===== src/rtl/olkr_pkg.sv =====
// Shared types and constants for the ordered list with key removal.
// No dependencies; imported by the interfaces, the top level and the checker.
package olkr_pkg;

	localparam int ID_W      = 16;
	localparam int DEPTH_DEF = 16;

	typedef enum logic [1:0] {
		REQ_APPEND     = 2'd0,
		REQ_POP_HEAD   = 2'd1,
		REQ_POP_TAIL   = 2'd2,
		REQ_REMOVE_KEY = 2'd3
	} req_t;

	typedef enum logic [1:0] {
		STAT_OK        = 2'd0,
		STAT_FULL      = 2'd1,
		STAT_EMPTY     = 2'd2,
		STAT_NOT_FOUND = 2'd3
	} status_t;

	typedef enum logic [2:0] {
		ST_IDLE,
		ST_EXEC,
		ST_RDWAIT,
		ST_SEARCH,
		ST_SHIFT,
		ST_FIN
	} state_t;

endpackage


===== src/rtl/olkr_if.sv =====
// Request and result channel interfaces (valid/ready plus payload).
// Depends on olkr_pkg for the identifier width and the default depth.
interface olkr_req_if import olkr_pkg::*; ();
	logic            valid;
	logic            ready;
	logic [1:0]      req_type;
	logic [ID_W-1:0] key_id;

	modport source (output valid, req_type, key_id, input ready);
	modport sink   (input valid, req_type, key_id, output ready);
endinterface

interface olkr_res_if import olkr_pkg::*; #(
	parameter int CW = $clog2(DEPTH_DEF + 1)
) ();
	logic            valid;
	logic            ready;
	logic [1:0]      status;
	logic [ID_W-1:0] removed_id;
	logic [CW-1:0]   entry_count;

	modport source (output valid, status, removed_id, entry_count, input ready);
	modport sink   (input valid, status, removed_id, entry_count, output ready);
endinterface


===== src/rtl/olkr_ram.sv =====
// Generic single-write, single-read synchronous RAM with registered read data.
// No dependencies.
module olkr_ram #(
	parameter int WIDTH = 16,
	parameter int DEPTH = 16
) (
	input  logic                     clk,
	input  logic                     we,
	input  logic [$clog2(DEPTH)-1:0] waddr,
	input  logic [WIDTH-1:0]         wdata,
	input  logic                     re,
	input  logic [$clog2(DEPTH)-1:0] raddr,
	output logic [WIDTH-1:0]         rdata
);

	logic [WIDTH-1:0] mem [DEPTH];

	always_ff @(posedge clk) begin
		if (we) begin
			mem[waddr] <= wdata;
		end
		if (re) begin
			rdata <= mem[raddr];
		end
	end

endmodule


===== src/rtl/ordered_list_with_key_removal_top.sv =====
// Ordered list of identifiers with removal at head, tail or by key.
// Depends on olkr_pkg, olkr_if (channels) and olkr_ram (entry store).
//
// Usage:
//   req channel: req_type and key_id; a transfer starts one request.
//   res channel: status, removed_id and entry_count, one result per request.
//   Requests are handled one at a time. Entries live in a circular store in
//   one RAM with registered reads; a sequencer reads, compares and writes back.
//   Steps from the request transfer to res.valid:
//     append, or any request that finds the list empty: execute, then finish
//     remove head / remove tail: execute (read issued), read wait, finish
//     remove by key: execute, search, then on a match shift, then finish;
//       without a match the search goes straight to finish (the search walks
//       from the head one entry per cycle, then the entries behind the match
//       move up one slot per cycle through the same read port).
//   The next request is taken in the idle cycle after the result is loaded.
//   The result sits in an output register; a new request is accepted while it
//   waits. If res.ready stays low, the following result holds in the sequencer
//   and no further request is taken.
//   Reset clears head and count, so the list is empty; store contents are
//   left as they are and never read before being written.
module ordered_list_with_key_removal_top import olkr_pkg::*; #(
	parameter int DEPTH = DEPTH_DEF
) (
	input  logic        clk,
	input  logic        arst_n,
	olkr_req_if.sink    req,
	olkr_res_if.source  res
);

	localparam int AW = $clog2(DEPTH);
	localparam int CW = $clog2(DEPTH + 1);

	state_t          state_q, state_d;
	req_t            req_type_q;
	logic [ID_W-1:0] key_q;
	logic [AW-1:0]   head_q;
	logic [CW-1:0]   count_q;
	logic [CW-1:0]   pos_q;
	logic            valid_s1;
	logic [AW-1:0]   slot_s1, slot_s2;
	status_t         res_status_q;
	logic [ID_W-1:0] res_removed_q;
	logic            out_valid_q;
	status_t         out_status_q;
	logic [ID_W-1:0] out_removed_q;
	logic [CW-1:0]   out_count_q;

	logic            ram_we, ram_re;
	logic [AW-1:0]   ram_waddr, ram_raddr;
	logic [ID_W-1:0] ram_wdata, ram_rdata;
	logic [CW-1:0]   rd_pos;
	logic            issue, match, found, not_found, shift_done;
	logic            is_full, is_empty, out_free;

	function automatic logic [AW-1:0] slot_of(input logic [AW-1:0] head,
		input logic [CW-1:0] pos);
		logic [AW:0] sum;
		sum = {1'b0, head} + (AW+1)'(pos);
		if (sum >= (AW+1)'(DEPTH)) begin
			sum = sum - (AW+1)'(DEPTH);
		end
		return sum[AW-1:0];
	endfunction

	olkr_ram #(
		.WIDTH (ID_W),
		.DEPTH (DEPTH)
	) u_ram (
		.clk   (clk),
		.we    (ram_we),
		.waddr (ram_waddr),
		.wdata (ram_wdata),
		.re    (ram_re),
		.raddr (ram_raddr),
		.rdata (ram_rdata)
	);

	assign is_full    = (count_q == CW'(DEPTH));
	assign is_empty   = (count_q == '0);
	assign out_free   = !out_valid_q || res.ready;
	assign match      = valid_s1 && (ram_rdata == key_q);
	assign found      = (state_q == ST_SEARCH) && match;
	assign not_found  = (state_q == ST_SEARCH) && valid_s1 && !match && (pos_q == count_q);
	assign shift_done = (state_q == ST_SHIFT) && !valid_s1 && (pos_q == count_q);

	// next state
	always_comb begin
		state_d = state_q;
		unique case (state_q)
			ST_IDLE: begin
				if (req.valid) state_d = ST_EXEC;
			end
			ST_EXEC: begin
				if (req_type_q == REQ_APPEND || is_empty) begin
					state_d = ST_FIN;
				end else if (req_type_q == REQ_REMOVE_KEY) begin
					state_d = ST_SEARCH;
				end else begin
					state_d = ST_RDWAIT;
				end
			end
			ST_RDWAIT: state_d = ST_FIN;
			ST_SEARCH: begin
				if (found) begin
					state_d = ST_SHIFT;
				end else if (not_found) begin
					state_d = ST_FIN;
				end
			end
			ST_SHIFT: begin
				if (shift_done) state_d = ST_FIN;
			end
			ST_FIN: begin
				if (out_free) state_d = ST_IDLE;
			end
			default: state_d = ST_IDLE;
		endcase
	end

	// RAM and handshake controls
	always_comb begin
		req.ready = (state_q == ST_IDLE);
		issue     = 1'b0;
		ram_re    = 1'b0;
		ram_we    = 1'b0;
		ram_waddr = slot_of(head_q, count_q);
		ram_wdata = key_q;
		rd_pos    = pos_q;
		unique case (state_q)
			ST_EXEC: begin
				if (req_type_q == REQ_APPEND) begin
					ram_we = !is_full;
				end else if (!is_empty && req_type_q != REQ_REMOVE_KEY) begin
					ram_re = 1'b1;
				end
				rd_pos = (req_type_q == REQ_POP_HEAD) ? '0 : count_q - 1'b1;
			end
			ST_SEARCH: begin
				issue  = (pos_q < count_q);
				ram_re = issue;
			end
			ST_SHIFT: begin
				issue     = (pos_q < count_q);
				ram_re    = issue;
				// the entry read last cycle moves into the slot read before it
				ram_we    = valid_s1;
				ram_waddr = slot_s2;
				ram_wdata = ram_rdata;
			end
			default: ;
		endcase
		ram_raddr = slot_of(head_q, rd_pos);
	end

	always_ff @(posedge clk or negedge arst_n) begin
		if (!arst_n) begin
			state_q     <= ST_IDLE;
			head_q      <= '0;
			count_q     <= '0;
			valid_s1    <= 1'b0;
			out_valid_q <= 1'b0;
		end else begin
			state_q  <= state_d;
			valid_s1 <= issue;
			if (state_q == ST_EXEC && req_type_q == REQ_APPEND && !is_full) begin
				count_q <= count_q + 1'b1;
			end
			if (state_q == ST_RDWAIT) begin
				count_q <= count_q - 1'b1;
				if (req_type_q == REQ_POP_HEAD) begin
					head_q <= (head_q == AW'(DEPTH - 1)) ? '0 : head_q + 1'b1;
				end
			end
			if (shift_done) begin
				count_q <= count_q - 1'b1;
			end
			if (state_q == ST_FIN && out_free) begin
				out_valid_q <= 1'b1;
			end else if (res.ready) begin
				out_valid_q <= 1'b0;
			end
		end
	end

	always_ff @(posedge clk) begin
		if (state_q == ST_IDLE && req.valid) begin
			req_type_q <= req_t'(req.req_type);
			key_q      <= req.key_id;
		end
		if (issue) begin
			pos_q <= pos_q + 1'b1;
		end
		slot_s1 <= ram_raddr;
		slot_s2 <= slot_s1;
		unique case (state_q)
			ST_EXEC: begin
				pos_q         <= '0;
				res_removed_q <= '0;
				if (req_type_q == REQ_APPEND) begin
					res_status_q <= is_full ? STAT_FULL : STAT_OK;
				end else if (is_empty) begin
					res_status_q <= STAT_EMPTY;
				end else begin
					res_status_q <= STAT_OK;
				end
			end
			ST_RDWAIT: res_removed_q <= ram_rdata;
			ST_SEARCH: begin
				if (found) begin
					res_removed_q <= key_q;
				end else if (not_found) begin
					res_status_q <= STAT_NOT_FOUND;
				end
			end
			default: ;
		endcase
		if (state_q == ST_FIN && out_free) begin
			out_status_q  <= res_status_q;
			out_removed_q <= res_removed_q;
			out_count_q   <= count_q;
		end
	end

	assign res.valid       = out_valid_q;
	assign res.status      = out_status_q;
	assign res.removed_id  = out_removed_q;
	assign res.entry_count = out_count_q;

endmodule


===== src/flat_wrapper.sv =====
// flat-port wrapper written by rule: the top's interface ports become plain ports
module ordered_list_with_key_removal_top_flat import olkr_pkg::*;
#(
	parameter int DEPTH = DEPTH_DEF
)
  (clk, arst_n, req_valid, req_req_type, req_key_id, req_ready, res_valid, res_status, res_removed_id, res_entry_count, res_ready);
  olkr_req_if req_i ();
  olkr_res_if res_i ();
  input  logic clk;
  input  logic arst_n;
  input wire logic [$bits(req_i.valid)-1:0] req_valid;
  input wire logic [$bits(req_i.req_type)-1:0] req_req_type;
  input wire logic [$bits(req_i.key_id)-1:0] req_key_id;
  output wire logic [$bits(req_i.ready)-1:0] req_ready;
  output wire logic [$bits(res_i.valid)-1:0] res_valid;
  output wire logic [$bits(res_i.status)-1:0] res_status;
  output wire logic [$bits(res_i.removed_id)-1:0] res_removed_id;
  output wire logic [$bits(res_i.entry_count)-1:0] res_entry_count;
  input wire logic [$bits(res_i.ready)-1:0] res_ready;
  assign req_i.valid = req_valid;
  assign req_i.req_type = req_req_type;
  assign req_i.key_id = req_key_id;
  assign req_ready = req_i.ready;
  assign res_valid = res_i.valid;
  assign res_status = res_i.status;
  assign res_removed_id = res_i.removed_id;
  assign res_entry_count = res_i.entry_count;
  assign res_i.ready = res_ready;
  ordered_list_with_key_removal_top #(.DEPTH(DEPTH)) u_core (.clk(clk), .arst_n(arst_n), .req(req_i), .res(res_i));
endmodule

===== config.mk =====
export PLATFORM = sky130hd
export DESIGN_NAME = ordered_list_with_key_removal_top_flat
export DESIGN_NICKNAME = d
export VERILOG_FILES = /design/src/rtl/olkr_pkg.sv /design/src/rtl/olkr_if.sv /design/src/rtl/olkr_ram.sv /design/src/rtl/ordered_list_with_key_removal_top.sv /design/src/flat_wrapper.sv
export SDC_FILE = /design/constraint.sdc
export NUM_CORES = 1
export LEC_CHECK = 0
export BUFFER_PORTS_ARGS = -buffer_cell sky130_fd_sc_hd__buf_4
export CAP_MARGIN = 20
export CELL_PAD_IN_SITES_DETAIL_PLACEMENT = 0
export CELL_PAD_IN_SITES_GLOBAL_PLACEMENT = 2
export CORE_ASPECT_RATIO = 2
export CORE_UTILIZATION = 45
export DETAILED_ROUTE_END_ITERATION = 12
export GPL_ROUTABILITY_DRIVEN = 1
export GPL_TIMING_DRIVEN = 0
export HOLD_SLACK_MARGIN = 0.08
export PLACE_DENSITY = 0.79
export SLEW_MARGIN = 40
export SYNTH_ARGS = -nofsm -noshare
export SYNTH_HDL_FRONTEND = slang
export SYNTH_SLANG_ARGS = --single-unit

===== constraint.sdc =====
create_clock -name clk -period 3.95 [get_ports clk]
set_input_delay 0.79 -clock clk [delete_from_list [all_inputs] [get_ports clk]]
set_output_delay 0.79 -clock clk [all_outputs]
set_load 0.005 [all_outputs]

After elaboration in Yosys (flattened, before gate mapping)
Memories as Yosys holds them, arrays and structs flattened. A register that Yosys moved wholly into a read port is not among the register bits.
Index checks and enable logic that the tools add are counted.
W data, S select, Z words.
{ "totals": {"elab_cells": 113, "regBits": 86, "output_inout_bits": 25, "mem_bits_rw": 256, "memories": 1, "inputBits": 22} }
{ "mem_list": {"columns": ["memory", "depth", "word_bits", "read_ports", "rd_ports_with_merged_regs", "wr", "line_no", "text"], "rows": [
  ["u_core.u_ram.mem", 16, 16, 1, 1, 1, "olkr_ram.sv:16", "logic [WIDTH-1:0] mem [DEPTH];"]
]} }
{ "classes": {"n_lt_le_gt_ge": 3, "muxes": 36, "n_reduce_logical": 31, "addsub": 8, "eq_ne": 19} }
{ "ops": {"columns": ["operator", "n"], "rows": [
  ["$pmux W16 S3", 1],
  ["$mux W16", 2],
  ["$mux W5", 5],
  ["$mux W3", 6],
  ["$pmux W3 S6", 1],
  ["$eq A16 B16 Y1", 1],
  ["$mux W4", 4],
  ["$logic_and A1 B1 Y1", 12],
  ["$add A4 B5 Y5", 2],
  ["$add A5 B1 Y5 const B", 2],
  ["$ge A5 B5 Y1 const B", 2],
  ["$mux W1", 10],
  ["$mux W2", 4],
  ["$ne A2 B1 Y1 const B", 4],
  ["$sub A4 B1 Y4 const B", 2],
  ["$eq A3 B2 Y1 const B", 2],
  ["$eq A3 B3 Y1 const B", 2],
  ["$ne A2 B2 Y1 const B", 3],
  ["$reduce_bool A3 Y1", 2],
  ["$eq A5 B5 Y1", 1],
  ["$eq A5 B5 Y1 const B", 1],
  ["$logic_not A1 Y1", 5],
  ["$logic_not A5 Y1", 1],
  ["$lt A5 B5 Y1", 1],
  ["17 further kinds", 21]
]} }

Longest topological paths before layout
Gate-level depths: netlist of run 1.
{ "depth": {"word_depth": 8, "mapped_depth": 12} }

Modules after synthesis
Synthesis of run 1 repeated with hierarchy kept, for this count alone.
{ "hier_totals": {"cells_unflattened": 745, "hier_area_um2": 14305.0} }
{ "by_module_without_submodules": {"columns": ["module", "seq_area_each_um2", "instances", "area_each_um2", "cells_each"], "rows": [
  ["olkr_ram", 8167.8, 1, 10202.3, 432],
  ["ordered_list_with_key_removal_top", 2382.3, 1, 4102.7, 313]
]} }

Worst setup path before layout of run 1
Ideal clock, no wire load.
{ "synth_path": {"path_kind": "reg2reg", "start": "register u_core.state_q[1]", "end": "register u_core.u_ram.rdata[0] (read register of u_core.u_ram.mem) (data pin)", "arrival_ps": 3324, "setup_ps": 270, "setup_slack_ps": 356, "path_stages_with_launch": 13, "path_cell_list": "dfrtp_1 -> or3b_4 -> buf_4 -> or3_1 -> o21ai_0 -> ha_1 -> inv_1 -> fa_1 -> clkbuf_1 -> clkbuf_1 -> mux4_2 -> mux2i_1 -> mux2i_1"} }
{ "synth_between": {"elab_chain_cells": 5, "elab_cells_between_ends": 10} }
{ "synth_rtl": {"columns": ["item", "line_no", "text"], "rows": [
  ["start, declared", "ordered_list_with_key_removal_top.sv:34", "state_t state_q, state_d;"],
  ["start signal, assigned", "ordered_list_with_key_removal_top.sv:164", "state_q <= state_d;"],
  ["$eq A3 B1 Y1", "ordered_list_with_key_removal_top.sv:130", "unique case (state_q)"],
  ["$mux W5", "ordered_list_with_key_removal_top.sv:130", null],
  ["$add A4 B5 Y5", "ordered_list_with_key_removal_top.sv:59", "sum = {1'b0, head} + (AW+1)'(pos);"],
  ["$sub A4 B1 Y4 or $ge A5 B5 Y1 (tied branches)", "ordered_list_with_key_removal_top.sv:61, ordered_list_with_key_removal_top.sv:60", null],
  ["$mux W4", "ordered_list_with_key_removal_top.sv:60", "if (sum >= (AW+1)'(DEPTH)) begin"],
  ["end, declared", "olkr_ram.sv:13", "output logic [WIDTH-1:0] rdata"]
]} }
Several ways; a longest one is shown, not always the timed one.
A chain may end at the register's enable or synchronous reset.

Worst setup path in the final report of run 1
{ "layout_path": {"start": "register u_core.state_q[1]", "end": "register u_core.u_ram.rdata[1] (read register of u_core.u_ram.mem) (data pin)"} }
Same word-level chain as after synthesis.

==> impl_metrics.json, run 1 <==
{
  "hp-class": "reg2reg",
  "routed_wl_mm": 31.2,
  "antenna_found_initial": 0,
  "outcome": "finished clean",
  "synth_nets": 815,
  "power.leakage_nw": 5.88,
  "avgViaCountPerCell": 5.37,
  "synth_top_family_by_area": "multiplexers",
  "fin_nets": 920,
  "layout_commonest_cell": "edfxtp_1",
  "drive_gt1_share_pct": 25.9,
  "synthFlopType": "edfxtp_1",
  "drtAntennaViolNets": 0,
  "worstSkewPairLatency_ns": 0.58,
  "wl_per_cell_um": 23.5,
  "synthArstFlopShare_pct": 3.91,
  "die_w_um": 129,
  "fin_util_pct": 53.5,
  "grt_max_degree": 19,
  "tightest_slew_ns": 0.754,
  "worstPathArrival_ns": 4.13,
  "dr.pass1.iters": 4,
  "ys_warn_count": 0,
  "root_buffer": "clkbuf_16",
  "avgSynthCellArea_um2": 18.6,
  "fin_skew_ns": 0.0188,
  "overflow": 0,
  "synth_edf_count": 331,
  "track_usage_pct": 20.0,
  "synth-simple-area-share_pct": 4.46,
  "drc_errors": 0,
  "synth_mux_area_share_pct": 13.7,
  "cts_buffers": 30,
  "io_pins": 47,
  "cts.reportedPaths.clkPinSlew_ns": 0.07,
  "fmax_ghz": 0.261,
  "whs_ns": 0.327,
  "synth-adder-area-share_pct": 1.67,
  "maxSlewHeadroom_pct": 49.7,
  "die_h_um": 255,
  "finalSetupViolations": 0,
  "end_kind": "flop",
  "cap_violations": 0,
  "final-hold-violation-count": 0,
  "peakVddDrop_v": 0.000456,
  "ys_types": 57,
  "start_kind": "flop",
  "synth_cells": 775,
  "post-route-period-util_pct": 96.9,
  "routabilityCongestion": 0.816,
  "dr.first_iter.drc_count": 365,
  "clockBufferDepth": 3,
  "core_um2": 31500,
  "timing.final.crit_period_ns": 3.83,
  "syn_to_final_growth_pct": 17.2,
  "clock_sinks": 358,
  "path_class": "reg2reg",
  "worst_ep_required_time_ns": 4.25,
  "critPathMaxFanout": 10,
  "cts_tree": "built",
  "grt_pass1_vias": 7770,
  "vias": 7131,
  "synth_compound_area_share_pct": 3.54,
  "dp_hpwl_mm": 23.1,
  "htreeDepth": 1,
  "rows": 92,
  "p_per_area_nw_per_um2": 864,
  "synth_seq_cells": 358,
  "synthesis.area_um2": 14400,
  "initial_utilization_pct": 45.7,
  "io_buffers": 46,
  "antenna_cells": 0,
  "maxSlewViolCount": 0,
  "yosysSeqAreaShare_pct": 73.3,
  "synth_xor_xnor_area_share_pct": 1.95,
  "rsz0062_at_grt": "true",
  "final_cell_mix": "edfxtp_1, mux4_2, nand2_1",
  "dieArea_um2": 32800,
  "grt_pass1_wl_mm": 46.8
}
[state kept, by name, indices dropped and copies added, names as in the netlist]
signal                  cells
u_core.head_q               4
u_core.res.removed_id      16
u_core.res.entry_count      5
u_core.slot_s2              4
u_core.res.status           2
u_core.u_ram.mem          256
u_core.res.valid            1
u_core.res_removed_q       16
u_core.key_q               16
u_core.u_ram.rdata         16
u_core.count_q              5
u_core.valid_s1             1
u_core.state_q              3
u_core.pos_q                5
u_core.slot_s1              4
u_core.res_status_q         2
u_core.req_type_q           2
[worst max-delay path, stage by stage (launching register included)]
cell,delay (ns)
dfrtp_1,0.47
or3b_4,0.46
buf_4,0.20
or3_1,0.34
o21ai_0,0.12
ha_2,0.24
inv_1,0.05
fa_1,0.55
buf_6,0.19
clkbuf_8,0.21
mux4_2,0.33
mux2i_2,0.25
mux2i_2,0.15
[synthesized netlist by cell type (3+ instances only)]
cell type	n	share of area, %
and3_1	6	0.26
nor2_1	23	0.60
edfxtp_1	331	69
a21oi_1	9	0.31
dfrtp_1	14	2.4
mux2i_1	52	3.6
a22o_1	16	0.97
o31ai_1	4	0.21
nor3_1	11	0.38
nand4_1	7	0.30
xnor2_1	25	1.5
nand3_1	5	0.17
nor3b_1	3	0.16
ha_1	16	1.4
nor2b_1	5	0.22
a21o_1	5	0.26
a22oi_1	4	0.21
dfxtp_1	13	1.8
inv_1	13	0.34
buf_2	8	0.28
nand2b_1	4	0.17
o21ai_0	10	0.35
nand2_1	61	1.6
clkbuf_1	23	0.60
mux4_2	64	10
xor2_1	4	0.24
[kinds of logic after synthesis]
group | Yosys count
AO/OA/AOI/OAI | 68
XOR/XNOR | 30
adder cells (fa/ha/maj) | 18
buffers and inverters | 48
flip-flops | 358
multiplexers | 117
AND/OR/NAND/NOR | 136
[routing by layer]
metal	part of all wire, %	global-route usage, %	up-vias
met5	0	0	-
met4	3.9	8.71	0
met3	3.0	2.28	59
met2	61	41.7	141
met1	32	18.6	3642
li1	-	-	3289
[cell type report]
| class | count | area (um2) |
|---|---|---|
| fill | 2513 | 14700 |
| inverter | 13 | 48.8 |
| tap | 423 | 529 |
| multi-input combinational | 369 | 3790 |
| buffer | 34 | 218 |
| timing repair buffer | 74 | 701 |
| sequential | 358 | 10600 |
| clock buffer | 34 | 766 |
| clock inverter | 22 | 275 |
[power breakdown]
group	internal, W	leakage (nW)	total (W)	switching, W
Combinational	0.00261	2.08	0.00589	0.00329
Clock	0.00179	0.502	0.00314	0.00135
Sequential	0.00523	3.30	0.00555	0.000324
[worst paths after layout]
kind,endpoint,slack [ns],cells after the start,start
min in group asynchronous,u_core.state_q[2],0.63,2,arst_n
max reg2reg,u_core.u_ram.rdata[1],0.12,12,u_core.state_q[1]
min reg2reg,u_core.slot_s2[0],0.33,0,u_core.slot_s1[0]
max in group asynchronous,u_core.state_q[0],3.11,2,arst_n
max,u_core.u_ram.rdata[1],0.12,12,u_core.state_q[1]
min,u_core.slot_s2[0],0.33,0,u_core.slot_s1[0]
[timing repair]
item                                   in CTS  in global routing
buffers inserted                            0                  0
endpoints found under the hold margin      14                  0
resized for setup                          24                  5
hold buffers                                1                  0
setup endpoints to repair                  16                 13
[through the flow]
stage | instances | worst slack, ns | TNS, ns | total power (W) | area [um2]
floorplan | 775 | 0.356 | 0 | 0.00944 | 14400
global placement | 1244 | -0.772 | -101.93 | 0.0112 | 15300
detailed placement | 1271 | -0.787 | -10.67 | 0.0115 | 15700
CTS | 1327 | 0.0139 | 0 | 0.0148 | 16900
global route | 1327 | -0.000406 | -0.000406 | 0.0153 | 16900
finish | 1327 | 0.121 | 0 | 0.0146 | 16900
Note: power is estimated with default switching activity, not from simulation.
==> run 2, diff against run 1 <==
==> constraint.sdc (replaced) <==
create_clock -name clk -period 3.95 [get_ports clk]
set_input_delay 0.1975 -clock clk [delete_from_list [all_inputs] [get_ports clk]]
set_output_delay 0.1975 -clock clk [all_outputs]
set_load 0.005 [all_outputs]
==> impl_metrics.json, run 2 (synthesized netlist as in run 1, its figures left out) <==
{
  "rows": 92,
  "crit_start": "u_core.state_q[1]",
  "overflow": 0,
  "slowest_stage": "fa_1",
  "clockBufferDepth": 3,
  "drtAntennaViolNets": 0,
  "io_buffers": 46,
  "hp-start": "req_valid",
  "grt_pass1_wl_mm": 47.2,
  "cap_violations": 0,
  "p_per_area_nw_per_um2": 855,
  "track_usage_pct": 20.1,
  "crit_top_cell": "mux2i_2",
  "critical-path-max-stage-delay_ns": 0.55,
  "layoutNonFillerInstCount": 1347,
  "grt_pass1_vias": 7877,
  "peakVddDrop_v": 0.000456,
  "die_h_um": 255,
  "largest-register": "u_core.u_ram.mem",
  "hp-class": "in2reg",
  "largest_register_ffs": 256,
  "grt_max_degree": 19,
  "finalSetupViolations": 0,
  "avgViaCountPerCell": 5.39,
  "fmax_ghz": 0.261,
  "routed_wl_mm": 31.6,
  "start_kind": "flop",
  "final_cell_mix": "edfxtp_1, mux4_2, nand2_1",
  "dr.first_iter.drc_count": 369,
  "cts_tree": "built",
  "drc_errors": 0,
  "core_um2": 31500,
  "tightest_slew_ns": 0.749,
  "fin_skew_ns": 0.0176,
  "critPathMaxFanout": 10,
  "dieArea_um2": 32800,
  "clock_sinks": 358,
  "syn_to_final_growth_pct": 18.5,
  "worstPathArrival_ns": 4.14,
  "antenna_found_initial": 0,
  "rsz0062_at_grt": "false",
  "fin_util_pct": 54.1,
  "layout_commonest_cell": "edfxtp_1",
  "path_cells": "or3b_4 -> buf_4 -> or3_1 -> o21ai_0 -> ha_2 -> inv_1 -> fa_1 -> buf_6 -> clkbuf_8 -> mux4_2 -> mux2i_2 -> mux2i_2",
  "initial_utilization_pct": 45.7,
  "end_kind": "flop",
  "timing.final.crit_period_ns": 3.84,
  "wl_per_cell_um": 23.4,
  "maxSlewHeadroom_pct": 50.1,
  "r2r-start": "u_core.state_q[1]",
  "drive_gt1_share_pct": 25.4,
  "htreeDepth": 1,
  "antenna_cells": 0,
  "root_buffer": "clkbuf_16",
  "io_pins": 47,
  "worstSkewPairLatency_ns": 0.58,
  "dp_hpwl_mm": 23.1,
  "placedCellCount": 1271,
  "whs_ns": 0.208,
  "maxSlewViolCount": 0,
  "outcome": "finished clean",
  "crit_family": "simple AND/OR/NAND/NOR gates",
  "final-hold-violation-count": 0,
  "die_w_um": 129,
  "post-cts-setup-buffers": 0,
  "worst_ep_required_time_ns": 4.25,
  "dr.pass1.iters": 4,
  "fill_cells": 2496,
  "cts_buffers": 30,
  "post-route-period-util_pct": 97.1,
  "fin_nets": 940,
  "routabilityCongestion": 0.816,
  "crit_buf_inv": 4,
  "power.leakage_nw": 5.96,
  "cts.reportedPaths.clkPinSlew_ns": 0.07,
  "path_class": "reg2reg",
  "vias": 7260
}
[run 2: through the flow]
step | TNS, ns | power, W | instance area [um2] | setup slack (ns)
floorplan | 0 | 0.00944 | 14400 | 0.356
detailed placement | -10.67 | 0.0115 | 15700 | -0.787
global route | 0 | 0.0153 | 17100 | 0.000133
global placement | -101.93 | 0.0112 | 15300 | -0.772
CTS | 0 | 0.0148 | 17100 | 0.0139
finish | 0 | 0.0146 | 17100 | 0.115
[run 2: layout make-up]
type / instances / area [um2] / share of cell area, %
clock inverters: 22 / 275 / 1.61
clock buffers: 34 / 766 / 4.48
repair buffers: 94 / 896 / 5.25
well taps: 423 / 529 / 3.10
multi-input cells: 369 / 3790 / 22.2
flip-flops and latches: 358 / 10600 / 61.8
inverters: 13 / 48.8 / 0.286
plain buffers: 34 / 218 / 1.28
[run 2: timing repair]
item,in CTS,in global routing
hold buffers,21,0
hold endpoints to repair,33,0
resized for setup,24,5
setup endpoints to repair,16,12
[run 2: path summary, 6_finish.rpt]
kind	slack, ns	endpoint	depth (start not counted)
hold reg to reg	0.33	u_core.slot_s2[0]	0
hold / removal	0.21	u_core.state_q[0]	5
setup / recovery	0.11	u_core.u_ram.rdata[1]	12
min in group asynchronous	0.23	u_core.state_q[2]	3
setup reg to reg	0.11	u_core.u_ram.rdata[1]	12
max in group asynchronous	3.40	u_core.state_q[0]	3
[run 2: metal layers]
metal	routed length, um	GRT usage, %
met1	10300	18.6
met2	19000	42.1
met3	863	2.34
met4	1440	8.97
met5	0	0
[run 2: worst register-to-register path, stage by stage, from the launching register on]
cell	delay, ns
dfrtp_1	0.46
or3b_4	0.46
buf_4	0.21
or3_1	0.35
o21ai_0	0.12
ha_2	0.24
inv_1	0.05
fa_1	0.55
buf_6	0.19
clkbuf_8	0.21
mux4_2	0.33
mux2i_2	0.25
mux2i_2	0.15
[run 2: power breakdown]
part | switching, W | total (W) | leakage (nW) | internal (W)
combinational | 0.00329 | 0.00591 | 2.17 | 0.00262
sequential | 0.000328 | 0.00555 | 3.30 | 0.00523
clock | 0.00135 | 0.00314 | 0.502 | 0.00179
total | 0.00497 | 0.0146 | 5.96 | 0.00964
